`src/rtl/core/e2cd_pkg.sv`:
```
// Shared types and constants for the epoch to calendar date converter.
package e2cd_pkg;

  localparam int EpochBits = 40;
  localparam int DaysBits  = 22;
  localparam int YearBits  = 14;
  localparam int MonthBits = 4;
  localparam int DayBits   = 5;
  localparam int HourBits  = 5;
  localparam int MinBits   = 6;
  localparam int SecBits   = 6;

  // Latest accepted input: 9999-12-31 23:59:59.
  localparam logic [38:0] LastValidEpoch = 39'd253402300799;

  // Date handed out when the input is out of range.
  localparam logic [YearBits-1:0]  DefaultYear  = 14'd1970;
  localparam logic [MonthBits-1:0] DefaultMonth = 4'd1;
  localparam logic [DayBits-1:0]   DefaultDay   = 5'd1;

  // Pipeline depth from input transfer to output register.
  localparam int NumStages = 15;

  typedef struct packed {
    logic [YearBits-1:0]  year;
    logic [MonthBits-1:0] month;
    logic [DayBits-1:0]   day;
  } date_t;

  typedef struct packed {
    logic [HourBits-1:0] hour;
    logic [MinBits-1:0]  minute;
    logic [SecBits-1:0]  second;
  } tod_t;

endpackage

```
`src/rtl/core/e2cd_civil.sv`:
```
// Eleven-stage pipeline from a day count since 1970-01-01 to year, month and day.
module e2cd_civil (
  input  logic                          clk,
  input  logic                          en,
  input  logic [e2cd_pkg::DaysBits-1:0] days_i,
  output e2cd_pkg::date_t               date_o
);
  import e2cd_pkg::*;

  // Day offset from 0000-03-01 to 1970-01-01 and the cycle lengths in days.
  localparam logic [21:0] DayShift  = 22'd719468;
  localparam logic [17:0] EraDays   = 18'd146097;
  localparam logic [17:0] CentDays  = 18'd36524;
  localparam logic [10:0] QuadDays  = 11'd1460;
  localparam logic [8:0]  YearDays  = 9'd365;
  // Truncated reciprocals for the era, four-year and year divisions.
  localparam logic [4:0]  RecipEra  = 5'd28;    // 2^22 / 146097
  localparam logic [7:0]  RecipQuad = 8'd179;   // 2^18 / 1460
  localparam logic [9:0]  RecipYear = 10'd718;  // 2^18 / 365

  // First day of each month in a March-based year.
  function automatic logic [8:0] month_start(input logic [3:0] mp);
    logic [8:0] s;
    case (mp)
      4'd0:    s = 9'd0;
      4'd1:    s = 9'd31;
      4'd2:    s = 9'd61;
      4'd3:    s = 9'd92;
      4'd4:    s = 9'd122;
      4'd5:    s = 9'd153;
      4'd6:    s = 9'd184;
      4'd7:    s = 9'd214;
      4'd8:    s = 9'd245;
      4'd9:    s = 9'd275;
      4'd10:   s = 9'd306;
      default: s = 9'd337;
    endcase
    return s;
  endfunction

  logic [21:0] c1_z_r;
  logic [26:0] c1_p_r;
  logic [4:0]  c2_q_r;
  logic [21:0] c2_t_r, c2_z_r;
  logic [4:0]  c3_era_r;
  logic [17:0] c3_doe_r;
  logic [4:0]  c4_era_r;
  logic [17:0] c4_doe_r;
  logic [2:0]  c4_cent_r;
  logic        c4_last_r;
  logic [25:0] c4_p_r;
  logic [4:0]  c5_era_r;
  logic [17:0] c5_doe_r;
  logic [2:0]  c5_cent_r;
  logic        c5_last_r;
  logic [7:0]  c5_q_r;
  logic [18:0] c5_t_r;
  logic [4:0]  c6_era_r;
  logic [17:0] c6_n_r;
  logic [6:0]  c6_k_r;
  logic [4:0]  c7_era_r;
  logic [17:0] c7_n_r;
  logic [6:0]  c7_k_r;
  logic [27:0] c7_p_r;
  logic [4:0]  c8_era_r;
  logic [17:0] c8_n_r;
  logic [6:0]  c8_k_r;
  logic [8:0]  c8_q_r;
  logic [17:0] c8_t_r;
  logic [4:0]  c9_era_r;
  logic [6:0]  c9_k_r;
  logic [8:0]  c9_yoe_r;
  logic [8:0]  c9_r_r;
  logic [8:0]  c10_doy_r;
  logic [13:0] c10_ybase_r;
  date_t       c11_date_r;

  logic [21:0] c3_diff;
  logic [18:0] c6_diff;
  logic [6:0]  c6_q;
  logic [6:0]  c6_k;
  logic [17:0] c9_diff;
  logic [1:0]  c10_cent;
  logic [10:0] c10_doy;
  logic [3:0]  c11_mp;
  logic [3:0]  c11_month;
  logic [8:0]  c11_dom;

  // Era correction, four-year count, year remainder and month search.
  always_comb begin
    c3_diff = c2_z_r - c2_t_r;
    c6_diff = {1'b0, c5_doe_r} - c5_t_r;
    c6_q    = (c6_diff >= 19'(QuadDays)) ? 7'(c5_q_r + 8'd1) : c5_q_r[6:0];
    c6_k    = 7'(c6_q + 7'(c5_last_r) - 7'(c5_cent_r));
    c9_diff = c8_n_r - c8_t_r;
    c10_cent = 2'((c9_yoe_r >= 9'd100) ? 1 : 0) + 2'((c9_yoe_r >= 9'd200) ? 1 : 0)
             + 2'((c9_yoe_r >= 9'd300) ? 1 : 0);
    c10_doy = 11'(c9_k_r) + 11'(c9_r_r) - 11'(c9_yoe_r[8:2]) + 11'(c10_cent);
    c11_mp  = '0;
    for (int i = 1; i < 12; i++) begin
      if (c10_doy_r >= month_start(4'(i))) begin
        c11_mp = 4'(i);
      end
    end
    c11_month = (c11_mp < 4'd10) ? 4'(c11_mp + 4'd3) : 4'(c11_mp - 4'd9);
    c11_dom   = c10_doy_r - month_start(c11_mp) + 9'd1;
  end

  // Pipeline registers, advanced together by the shared enable.
  always_ff @(posedge clk) begin
    if (en) begin
      c1_z_r <= days_i + DayShift;
      c1_p_r <= 27'(days_i + DayShift) * 27'(RecipEra);

      c2_q_r <= c1_p_r[26:22];
      c2_t_r <= 22'(c1_p_r[26:22]) * 22'(EraDays);
      c2_z_r <= c1_z_r;

      if (c3_diff >= 22'(EraDays)) begin
        c3_era_r <= c2_q_r + 5'd1;
        c3_doe_r <= 18'(c3_diff - 22'(EraDays));
      end else begin
        c3_era_r <= c2_q_r;
        c3_doe_r <= c3_diff[17:0];
      end

      c4_era_r  <= c3_era_r;
      c4_doe_r  <= c3_doe_r;
      c4_cent_r <= 3'((c3_doe_r >= CentDays) ? 1 : 0)
                 + 3'((c3_doe_r >= 18'(2 * 36524)) ? 1 : 0)
                 + 3'((c3_doe_r >= 18'(3 * 36524)) ? 1 : 0)
                 + 3'((c3_doe_r >= 18'(4 * 36524)) ? 1 : 0);
      c4_last_r <= (c3_doe_r == 18'(EraDays - 18'd1));
      c4_p_r    <= 26'(c3_doe_r) * 26'(RecipQuad);

      c5_era_r  <= c4_era_r;
      c5_doe_r  <= c4_doe_r;
      c5_cent_r <= c4_cent_r;
      c5_last_r <= c4_last_r;
      c5_q_r    <= c4_p_r[25:18];
      c5_t_r    <= 19'(c4_p_r[25:18]) * 19'(QuadDays);

      c6_era_r <= c5_era_r;
      c6_k_r   <= c6_k;
      c6_n_r   <= c5_doe_r - 18'(c6_k);

      c7_era_r <= c6_era_r;
      c7_n_r   <= c6_n_r;
      c7_k_r   <= c6_k_r;
      c7_p_r   <= 28'(c6_n_r) * 28'(RecipYear);

      c8_era_r <= c7_era_r;
      c8_n_r   <= c7_n_r;
      c8_k_r   <= c7_k_r;
      c8_q_r   <= c7_p_r[26:18];
      c8_t_r   <= 18'(c7_p_r[26:18]) * 18'(YearDays);

      c9_era_r <= c8_era_r;
      c9_k_r   <= c8_k_r;
      if (c9_diff >= 18'(YearDays)) begin
        c9_yoe_r <= c8_q_r + 9'd1;
        c9_r_r   <= 9'(c9_diff - 18'(YearDays));
      end else begin
        c9_yoe_r <= c8_q_r;
        c9_r_r   <= c9_diff[8:0];
      end

      c10_doy_r   <= c10_doy[8:0];
      c10_ybase_r <= 14'(c9_yoe_r) + 14'(c9_era_r) * 14'd400;

      c11_date_r.month <= c11_month;
      c11_date_r.day   <= c11_dom[4:0];
      c11_date_r.year  <= c10_ybase_r + 14'((c11_month <= 4'd2) ? 1 : 0);
    end
  end

  assign date_o = c11_date_r;

endmodule

```
`src/rtl/core/epoch_to_calendar_date_core.sv`:
```
// Top level of the epoch seconds to civil date and time converter.
//
// Input channel: in_valid, in_stall and in_epoch_seconds, a signed 40-bit
// count of seconds since 1970-01-01 00:00:00. A transfer happens on a clock
// edge with in_valid high and in_stall low.
// Output channel: out_valid, out_stall and the year, month, day, hour,
// minute, second and out_of_range fields, one result per input item.
// A new item may enter every cycle unless out_stall holds the pipeline. The
// 15-stage pipeline runs the divide by 86400 and the day-to-date split as
// reciprocal multiplies with a correction step, at most one multiplier per
// stage.
// A negative count or one past 9999-12-31 23:59:59 yields 1970-01-01
// 00:00:00 with out_of_range set.
// When out_stall is held while a result waits, the whole pipeline freezes
// and in_stall rises; nothing is dropped or repeated.
// Synchronous reset (rst_n low) clears all valid bits; items in flight are
// discarded.
module epoch_to_calendar_date_core (
  input  logic                            clk,
  input  logic                            rst_n,
  input  logic                            in_valid,
  output logic                            in_stall,
  input  logic signed [e2cd_pkg::EpochBits-1:0] in_epoch_seconds,
  output logic                            out_valid,
  input  logic                            out_stall,
  output logic [e2cd_pkg::YearBits-1:0]   out_year,
  output logic [e2cd_pkg::MonthBits-1:0]  out_month,
  output logic [e2cd_pkg::DayBits-1:0]    out_day,
  output logic [e2cd_pkg::HourBits-1:0]   out_hour,
  output logic [e2cd_pkg::MinBits-1:0]    out_minute,
  output logic [e2cd_pkg::SecBits-1:0]    out_second,
  output logic                            out_out_of_range
);
  import e2cd_pkg::*;

  // Reciprocals: 2^40 / 675 (seconds / 128 to days), 2^27 / 3600, 2^18 / 60.
  localparam logic [30:0] RecipDay  = 31'd1628906115;
  localparam logic [9:0]  DayDiv    = 10'd675;
  localparam logic [15:0] RecipHour = 16'd37283;
  localparam logic [12:0] RecipMin  = 13'd4370;

  logic                    adv;
  logic [NumStages-1:0]    v_r;
  logic [NumStages-1:0]    flag_r;

  logic [30:0] s1_q_r;
  logic [6:0]  s1_lo_r;
  logic [61:0] s2_prod_r;
  logic [30:0] s2_q_r;
  logic [6:0]  s2_lo_r;
  logic [21:0] s3_qhat_r;
  logic [30:0] s3_p_r, s3_q_r;
  logic [6:0]  s3_lo_r;
  logic [21:0] s4_days_r;
  logic [9:0]  s4_rem_r;
  logic [6:0]  s4_lo_r;
  logic [16:0] s5_secs_r;
  logic [32:0] s5_hprod_r;
  logic [4:0]  s6_hour_r;
  logic [11:0] s6_remh_r;
  logic [4:0]  s7_hour_r;
  logic [11:0] s7_remh_r;
  logic [24:0] s7_mprod_r;
  tod_t        s8_tod_r;
  tod_t        tod_dly_r [7];

  logic        in_bad;
  logic [30:0] s4_diff;
  logic [16:0] s5_secs;
  logic [16:0] s6_remh;
  logic [5:0]  s8_min;
  logic [11:0] s8_sec;
  date_t       civ_date;

  // The pipeline moves whenever the output register is free or drained.
  assign adv      = !(v_r[NumStages-1] && out_stall);
  assign in_stall = !adv;

  always_comb begin
    in_bad  = in_epoch_seconds[EpochBits-1] || (in_epoch_seconds[38:0] > LastValidEpoch);
    s4_diff = s3_q_r - s3_p_r;
    s5_secs = {s4_rem_r, s4_lo_r};
    s6_remh = s5_secs_r - 17'(s5_hprod_r[31:27]) * 17'd3600;
    s8_min  = s7_mprod_r[23:18];
    s8_sec  = s7_remh_r - 12'(s8_min) * 12'd60;
  end

  // Valid bits travel with the data.
  always_ff @(posedge clk) begin
    if (!rst_n) begin
      v_r <= '0;
    end else if (adv) begin
      v_r <= {v_r[NumStages-2:0], in_valid};
    end
  end

  // Seconds to days and seconds of day, then the time-of-day split.
  always_ff @(posedge clk) begin
    if (adv) begin
      flag_r  <= {flag_r[NumStages-2:0], in_bad};
      s1_q_r  <= in_epoch_seconds[37:7];
      s1_lo_r <= in_epoch_seconds[6:0];

      s2_prod_r <= 62'(s1_q_r) * 62'(RecipDay);
      s2_q_r    <= s1_q_r;
      s2_lo_r   <= s1_lo_r;

      s3_qhat_r <= s2_prod_r[61:40];
      s3_p_r    <= 31'(s2_prod_r[61:40]) * 31'(DayDiv);
      s3_q_r    <= s2_q_r;
      s3_lo_r   <= s2_lo_r;

      s4_lo_r <= s3_lo_r;
      if (s4_diff >= 31'(DayDiv)) begin
        s4_days_r <= s3_qhat_r + 22'd1;
        s4_rem_r  <= 10'(s4_diff - 31'(DayDiv));
      end else begin
        s4_days_r <= s3_qhat_r;
        s4_rem_r  <= s4_diff[9:0];
      end

      s5_secs_r  <= s5_secs;
      s5_hprod_r <= 33'(s5_secs) * 33'(RecipHour);

      s6_hour_r <= s5_hprod_r[31:27];
      s6_remh_r <= s6_remh[11:0];

      s7_hour_r  <= s6_hour_r;
      s7_remh_r  <= s6_remh_r;
      s7_mprod_r <= 25'(s6_remh_r) * 25'(RecipMin);

      s8_tod_r.hour   <= s7_hour_r;
      s8_tod_r.minute <= s8_min;
      s8_tod_r.second <= s8_sec[5:0];

      tod_dly_r[0] <= s8_tod_r;
      for (int i = 1; i < 7; i++) begin
        tod_dly_r[i] <= tod_dly_r[i-1];
      end
    end
  end

  e2cd_civil u_civil (
    .clk    (clk),
    .en     (adv),
    .days_i (s4_days_r),
    .date_o (civ_date)
  );

  // Out-of-range items show the default date and midnight.
  assign out_valid        = v_r[NumStages-1];
  assign out_out_of_range = flag_r[NumStages-1];
  assign out_year   = out_out_of_range ? DefaultYear  : civ_date.year;
  assign out_month  = out_out_of_range ? DefaultMonth : civ_date.month;
  assign out_day    = out_out_of_range ? DefaultDay   : civ_date.day;
  assign out_hour   = out_out_of_range ? '0 : tod_dly_r[6].hour;
  assign out_minute = out_out_of_range ? '0 : tod_dly_r[6].minute;
  assign out_second = out_out_of_range ? '0 : tod_dly_r[6].second;

  a_year_range: assert property (@(posedge clk) disable iff (!rst_n)
    out_valid |-> (out_year >= 14'd1970) && (out_year <= 14'd9999))
    else $error("year outside 1970..9999");

  a_month_day: assert property (@(posedge clk) disable iff (!rst_n)
    out_valid |-> (out_month >= 4'd1) && (out_month <= 4'd12)
                  && (out_day >= 5'd1) && (out_day <= 5'd31))
    else $error("month or day outside its range");

  a_time_range: assert property (@(posedge clk) disable iff (!rst_n)
    out_valid |-> (out_hour <= 5'd23) && (out_minute <= 6'd59) && (out_second <= 6'd59))
    else $error("time of day outside its range");

  a_freeze: assert property (@(posedge clk) disable iff (!rst_n)
    in_stall |=> $stable(v_r) && $stable(s4_days_r))
    else $error("pipeline moved while stalled");

endmodule

```
`config.mk`:
```
export PLATFORM = sky130hd
export DESIGN_NAME = epoch_to_calendar_date_core
export DESIGN_NICKNAME = d
export VERILOG_FILES = /design/src/rtl/core/e2cd_pkg.sv /design/src/rtl/core/e2cd_civil.sv /design/src/rtl/core/epoch_to_calendar_date_core.sv
export SDC_FILE = /design/constraint.sdc
export NUM_CORES = 2
export LEC_CHECK = 0
export ABC_AREA = 1
export BUFFER_PORTS_ARGS = -buffer_cell sky130_fd_sc_hd__buf_2
export CELL_PAD_IN_SITES_DETAIL_PLACEMENT = 1
export CELL_PAD_IN_SITES_GLOBAL_PLACEMENT = 2
export CORE_UTILIZATION = 33
export CTS_CLUSTER_SIZE = 12
export DETAILED_ROUTE_END_ITERATION = 10
export PLACE_DENSITY_LB_ADDON = 0.05
export RECOVER_POWER = 100
export SYNTH_ARGS = -nofsm -noshare
export SYNTH_HDL_FRONTEND = slang
export SYNTH_SLANG_ARGS = --single-unit
```
`constraint.sdc`:
```
create_clock -name clk -period 26.3 [get_ports clk]
set_input_delay 2.63 -clock clk [delete_from_list [all_inputs] [get_ports clk]]
set_output_delay 2.63 -clock clk [all_outputs]
set_load 0.005 [all_outputs]
```
# Word-level counts from Yosys, hierarchy flattened
# Memory sizes are Yosys's and may differ from the RTL's.
# Cells that the tools add are included.
[totals]
output_inout_bits = 43
latchBits = 0
mem_bits_rw = 119
wordCells = 172
mem_bits_ro = 144
regBits = 852
mem_count = 2
[mem_list]
columns = ["name", "depth", "width", "rd", "rd_ports_with_merged_regs", "wr", "line", "text"]
rows = [
  ["(name not given)", 16, 9, 1, 0, 0, "e2cd_civil.sv:24", "case (mp)"],
  ["tod_dly_r", 7, 17, 7, 0, 7, "epoch_to_calendar_date_core.sv:65", "tod_t tod_dly_r [7];"],
]
[classes]
n_addsub = 32
n_eq_ne = 1
n_lt_le_gt_ge = 25
mul = 13
n_mux = 34
reduce_logical = 2
div_mod_pow = 0
shifts = 0
bitwise = 0
[op_table]
columns = ["operator", "count"]
rows = [
  ["multiplier 31 x 31 -> 62 bit, second input constant", 1],
  ["greater-or-equal comparator 9 x 8 -> 1 bit, second input constant", 5],
  ["> comparator 39 x 38 -> 1 bit, second input constant", 1],
  ["greater-or-equal comparator 18 x 17 -> 1 bit, second input constant", 2],
  ["greater-or-equal comparator 9 bit, second input constant", 4],
  ["multiplier 17 x 16 -> 32 bit, second input constant", 1],
  ["greater-or-equal comparator 31 x 10 -> 1 bit, second input constant", 1],
  ["multiplier 22 x 10 -> 31 bit, second input constant", 1],
  ["subtractor 31 bit", 1],
  ["greater-or-equal comparator 9 x 7 -> 1 bit, second input constant", 3],
  ["multiplier 27 x 3 -> 25 bit, second input constant", 1],
  ["multiplier 18 x 8 -> 26 bit, second input constant", 1],
  ["multiplier 18 x 9 -> 26 bit, second input constant", 1],
  ["2-to-1 mux 4 bit", 6],
  ["adder 22 x 20 -> 23 bit, second input constant", 1],
  ["multiplier 12 x 12 -> 23 bit, second input constant", 1],
  ["adder 22 x 1 -> 22 bit, second input constant", 1],
  ["adder 22 x 20 -> 22 bit, second input constant", 1],
  ["greater-or-equal comparator 22 x 18 -> 1 bit, second input constant", 1],
  ["multiplier 5 x 18 -> 22 bit, second input constant", 1],
  ["2-to-1 mux 22 bit", 1],
  ["subtractor 22 bit", 1],
  ["greater-or-equal comparator 19 x 11 -> 1 bit, second input constant", 1],
  ["subtractor 18 x 19 -> 19 bit", 1],
  ["other kinds (47)", 68],
]

# Longest topological paths before layout
[depth]
word_depth = 17
ltp_mapped = 37
mapped_depth_nobuf = 37

# Cells and area by module
# Synthesis repeated with hierarchy kept, for this count alone.
[unflattened]
cells_unflattened = 7457
hier_area_um2 = 72923.7
[by_module_without_submodules]
columns = ["module", "instances", "area_per_inst_um2", "cells_each"]
rows = [
  ["epoch_to_calendar_date_core", 1, 41629.9, 4195],
  ["e2cd_civil", 1, 31293.8, 3262],
]

# Worst setup path before layout
# OpenSTA, ideal clock, no wires.
[synth_timing]
path_kind = "input to register"
startpoint = "input out_stall"
endpoint = "register v_r[14]"
n_path_buf = 1
cell_stages = 3
setup_ns = 1.200
t_arrival_ns = 25.651
slack_ns = -0.551
t_required_ns = 25.100
cell_sequence = "nand2_1 -> clkbuf_1 -> a21boi_0"
[synth_between]
elab_chain_len = 1
[synth_lines]
columns = ["element", "line", "text"]
rows = [
  ["from (decl)", "epoch_to_calendar_date_core.sv:25", "input logic out_stall,"],
  ["logical AND 1 bit", "epoch_to_calendar_date_core.sv:76", "assign adv = !(v_r[NumStages-1] && out_stall);"],
  ["to (signal assigned)", "epoch_to_calendar_date_core.sv:93", "v_r <= {v_r[NumStages-2:0], in_valid};"],
  ["to (decl)", "epoch_to_calendar_date_core.sv:43", "logic [NumStages-1:0] v_r;"],
]
# Every way passes these cells.
# A chain may end at the register's enable or synchronous reset.

==> qor.txt <==
# fillers -> 24,300
First-pass GRT wire length -> 323,000 um
Core Area -> 0.215 mm^2
Fin worst setup slack -> 13,650 ps
Final Hold Fails -> 0
Die area -> 0.219 mm^2
Failing checks -> capacitance limit, slew limit
CP arrival -> 12,740 ps
Clock skew -> 105 ps
CP peak stage delay -> 6060 ps
Status -> finished with violations
Avg Cell Area, Syn -> 10.1 um^2
Htree depth -> 3
Vias in the first global route -> 53,600
Ranking of synthesized cells by area -> edfxtp_1, ha_1, fa_1
Synth warn -> 0
DP Worst Slack -> 19,450 ps
Hold crit path type -> reg -> reg
Most Frequent Cell on Critical Path -> clkbuf_1
Highest clock rate -> 79.0 MHz
Critical-path cell list -> buf_2 -> nand2_1 -> clkbuf_1 -> clkbuf_1
Top_reg_cell synth -> edfxtp_1
Worst Setup Path Type -> in -> reg
CTS sink cnt -> 823
Clk root buf -> clkbuf_16
Wire length per cell -> 20.4 um
GR Util met2 -> 36.2%
Starting density of the core -> 33.3%
Top Usage Layer GRT -> met2
Kind of end point of the critical path -> register
Slew Limit Fails -> 966
Via count -> 48,500
Layout net count -> 9,118
Largest net degree at the start of global routing -> 170
Num CTS Buffers -> 103
Chip height -> 468 um
Top Ports -> 87
Worst EP required -> 26,390 ps
Clock transition at path regs -> 60 ps
Mapped Area -> 0.0717 mm^2
Clk Latency, worst-skew pair -> 800 ps
CP max FO -> 169
Worst-path cell with the longest stage delay -> clkbuf_1
CTS tree -> yes
Worst path bufs/invs -> 3
Die width -> 468 um
Top-count cell post-synth -> inv_1
Yosys top cell area share -> 33.9%
Min Tclk post-route -> 12,650 ps
M1 GR Usage -> 23.7%
Max Cap Violations -> 17
Post-route ant nets -> 0
Placed Cells -> 10,100
Post-synthesis register bit count -> 823
Fin Setup TNS -> 0 ps
Final wirelength -> 209,000 um
RSZ-0062 raised after global routing -> false
Crit path launch type -> primary input
Period utilisation layout -> 48.1%
Synth async-reset ratio -> 0%
Row Count -> 170
Cts hold-fix bufs -> 0
Starting DRC count in detailed routing -> 1,975
Post-synth top cells -> inv_1, ha_1, nand2_1
Routed vias/inst -> 4.73
Met3 Use GR -> 2.11%
Final setup viols -> 0
Max_slew headroom -> -476%
First drt pass iteration count -> 5
Register area share after synthesis -> 34.3%
Cells after synthesis -> 7,131
Postcts setup bufs -> 0
Area leader, netlist -> edfxtp_1
Area Overhead vs Synth -> 10.4%
PortBufs -> 86
GRT Overall Usage -> 19.5%
Clk buf depth -> 3
DRC -> 0
Cell type group with the largest total delay on the critical path -> buffers and inverters
Syn_nets -> 8,929
Measured slew at the worst slew-check pin -> 8640 ps
Resize count post-CTS -> 0
GPL Wtd Cong -> 0.848
Overflow after GRT -> 0
Post-synth EDFFs -> 808
Initial antenna violation count -> 7
Non-Filler Instances -> 10,200
Netlist cell types -> 62
Share of layout cells above drive strength 1 -> 3.09%
HPWL after detailed placement -> 176,000 um
[metal layers]
| metal | wire length, um | part of all wire (%) |
|---|---|---|
| met2 | 108000 | 52 |
| met1 | 90300 | 43 |
| met4 | 5300 | 2.5 |
| met5 | 10 | 0.0048 |
| met3 | 5190 | 2.5 |
[cell type report]
type                    count  area [um^2]  share of cell area [%]
diodes                      3         7.51                 0.00949
clock buffers             120         2640                    3.34
inverters                1605         6020                    7.61
repair buffers            110          444                   0.561
multi-input cells        4677        40900                    51.7
clock inverters            72          992                    1.25
well taps                2838         3550                    4.49
flip-flops and latches    823        24600                    31.0
[worst reg2reg max path: cells and delay by family (launching register included)]
family        cells  cell delay, ps
flops             1             320
buf+inv           2            8520
simple gates      1            1200
[logic make-up (layout without fill, tap and decap cells)]
kind of cell	Yosys count	count (layout)	share of synthesized area, %
AOI/OAI and AO/OA	730	730	5.76
and+or+nand+nor	1874	1874	11.0
buffers and inverters	1631	1907	8.60
DFF	823	823	34.3
xor gates and xnor gates	319	319	3.96
other	0	3	0
adders and majority gates	1754	1754	36.4
[per-stage QoR]
step                      util, %  hold WS [ps]  area (um^2)
after CTS                    36.9           360        79300
after global routing         36.8           381        79100
after global placement       35.2           400        75700
after detailed placement     35.2           405        75700
after floorplan                 -           400        71700
final                        36.8           374        79100
[flip-flops by register name, indices dropped and copies added, names as in the netlist, 23 cells and up]
signal and flops:
s3_p_r 30, s2_q_r 30, s1_q_r 31, s3_q_r 31, tod_dly_r 119, s2_prod_r 23
u_civil.date_o 23
[placed cells by master, fill, tap and decap left out, types with 191 or more instances in the layout]
master    count
a21oi_1     349
edfxtp_1    808
fa_1        555
ha_1       1199
inv_1      1600
nand2_1     986
nand3_1     259
nor2_1      432
o21ai_0     191
xor2_1      197
[worst paths after layout]
kind              slack, ps            start  cells past startpoint          endpoint
hold reg to reg         370  tod_dly_r[1][4]                      0   tod_dly_r[2][4]
setup / recovery      13650        out_stall                      4  tod_dly_r[0][12]
setup reg to reg      15350          v_r[14]                      3  tod_dly_r[0][12]
hold / removal          370  tod_dly_r[1][4]                      0   tod_dly_r[2][4]
Power is left out: the tool's default activity adds up to more than one toggle a clock period on the data nets, which glitch-free logic cannot reach.
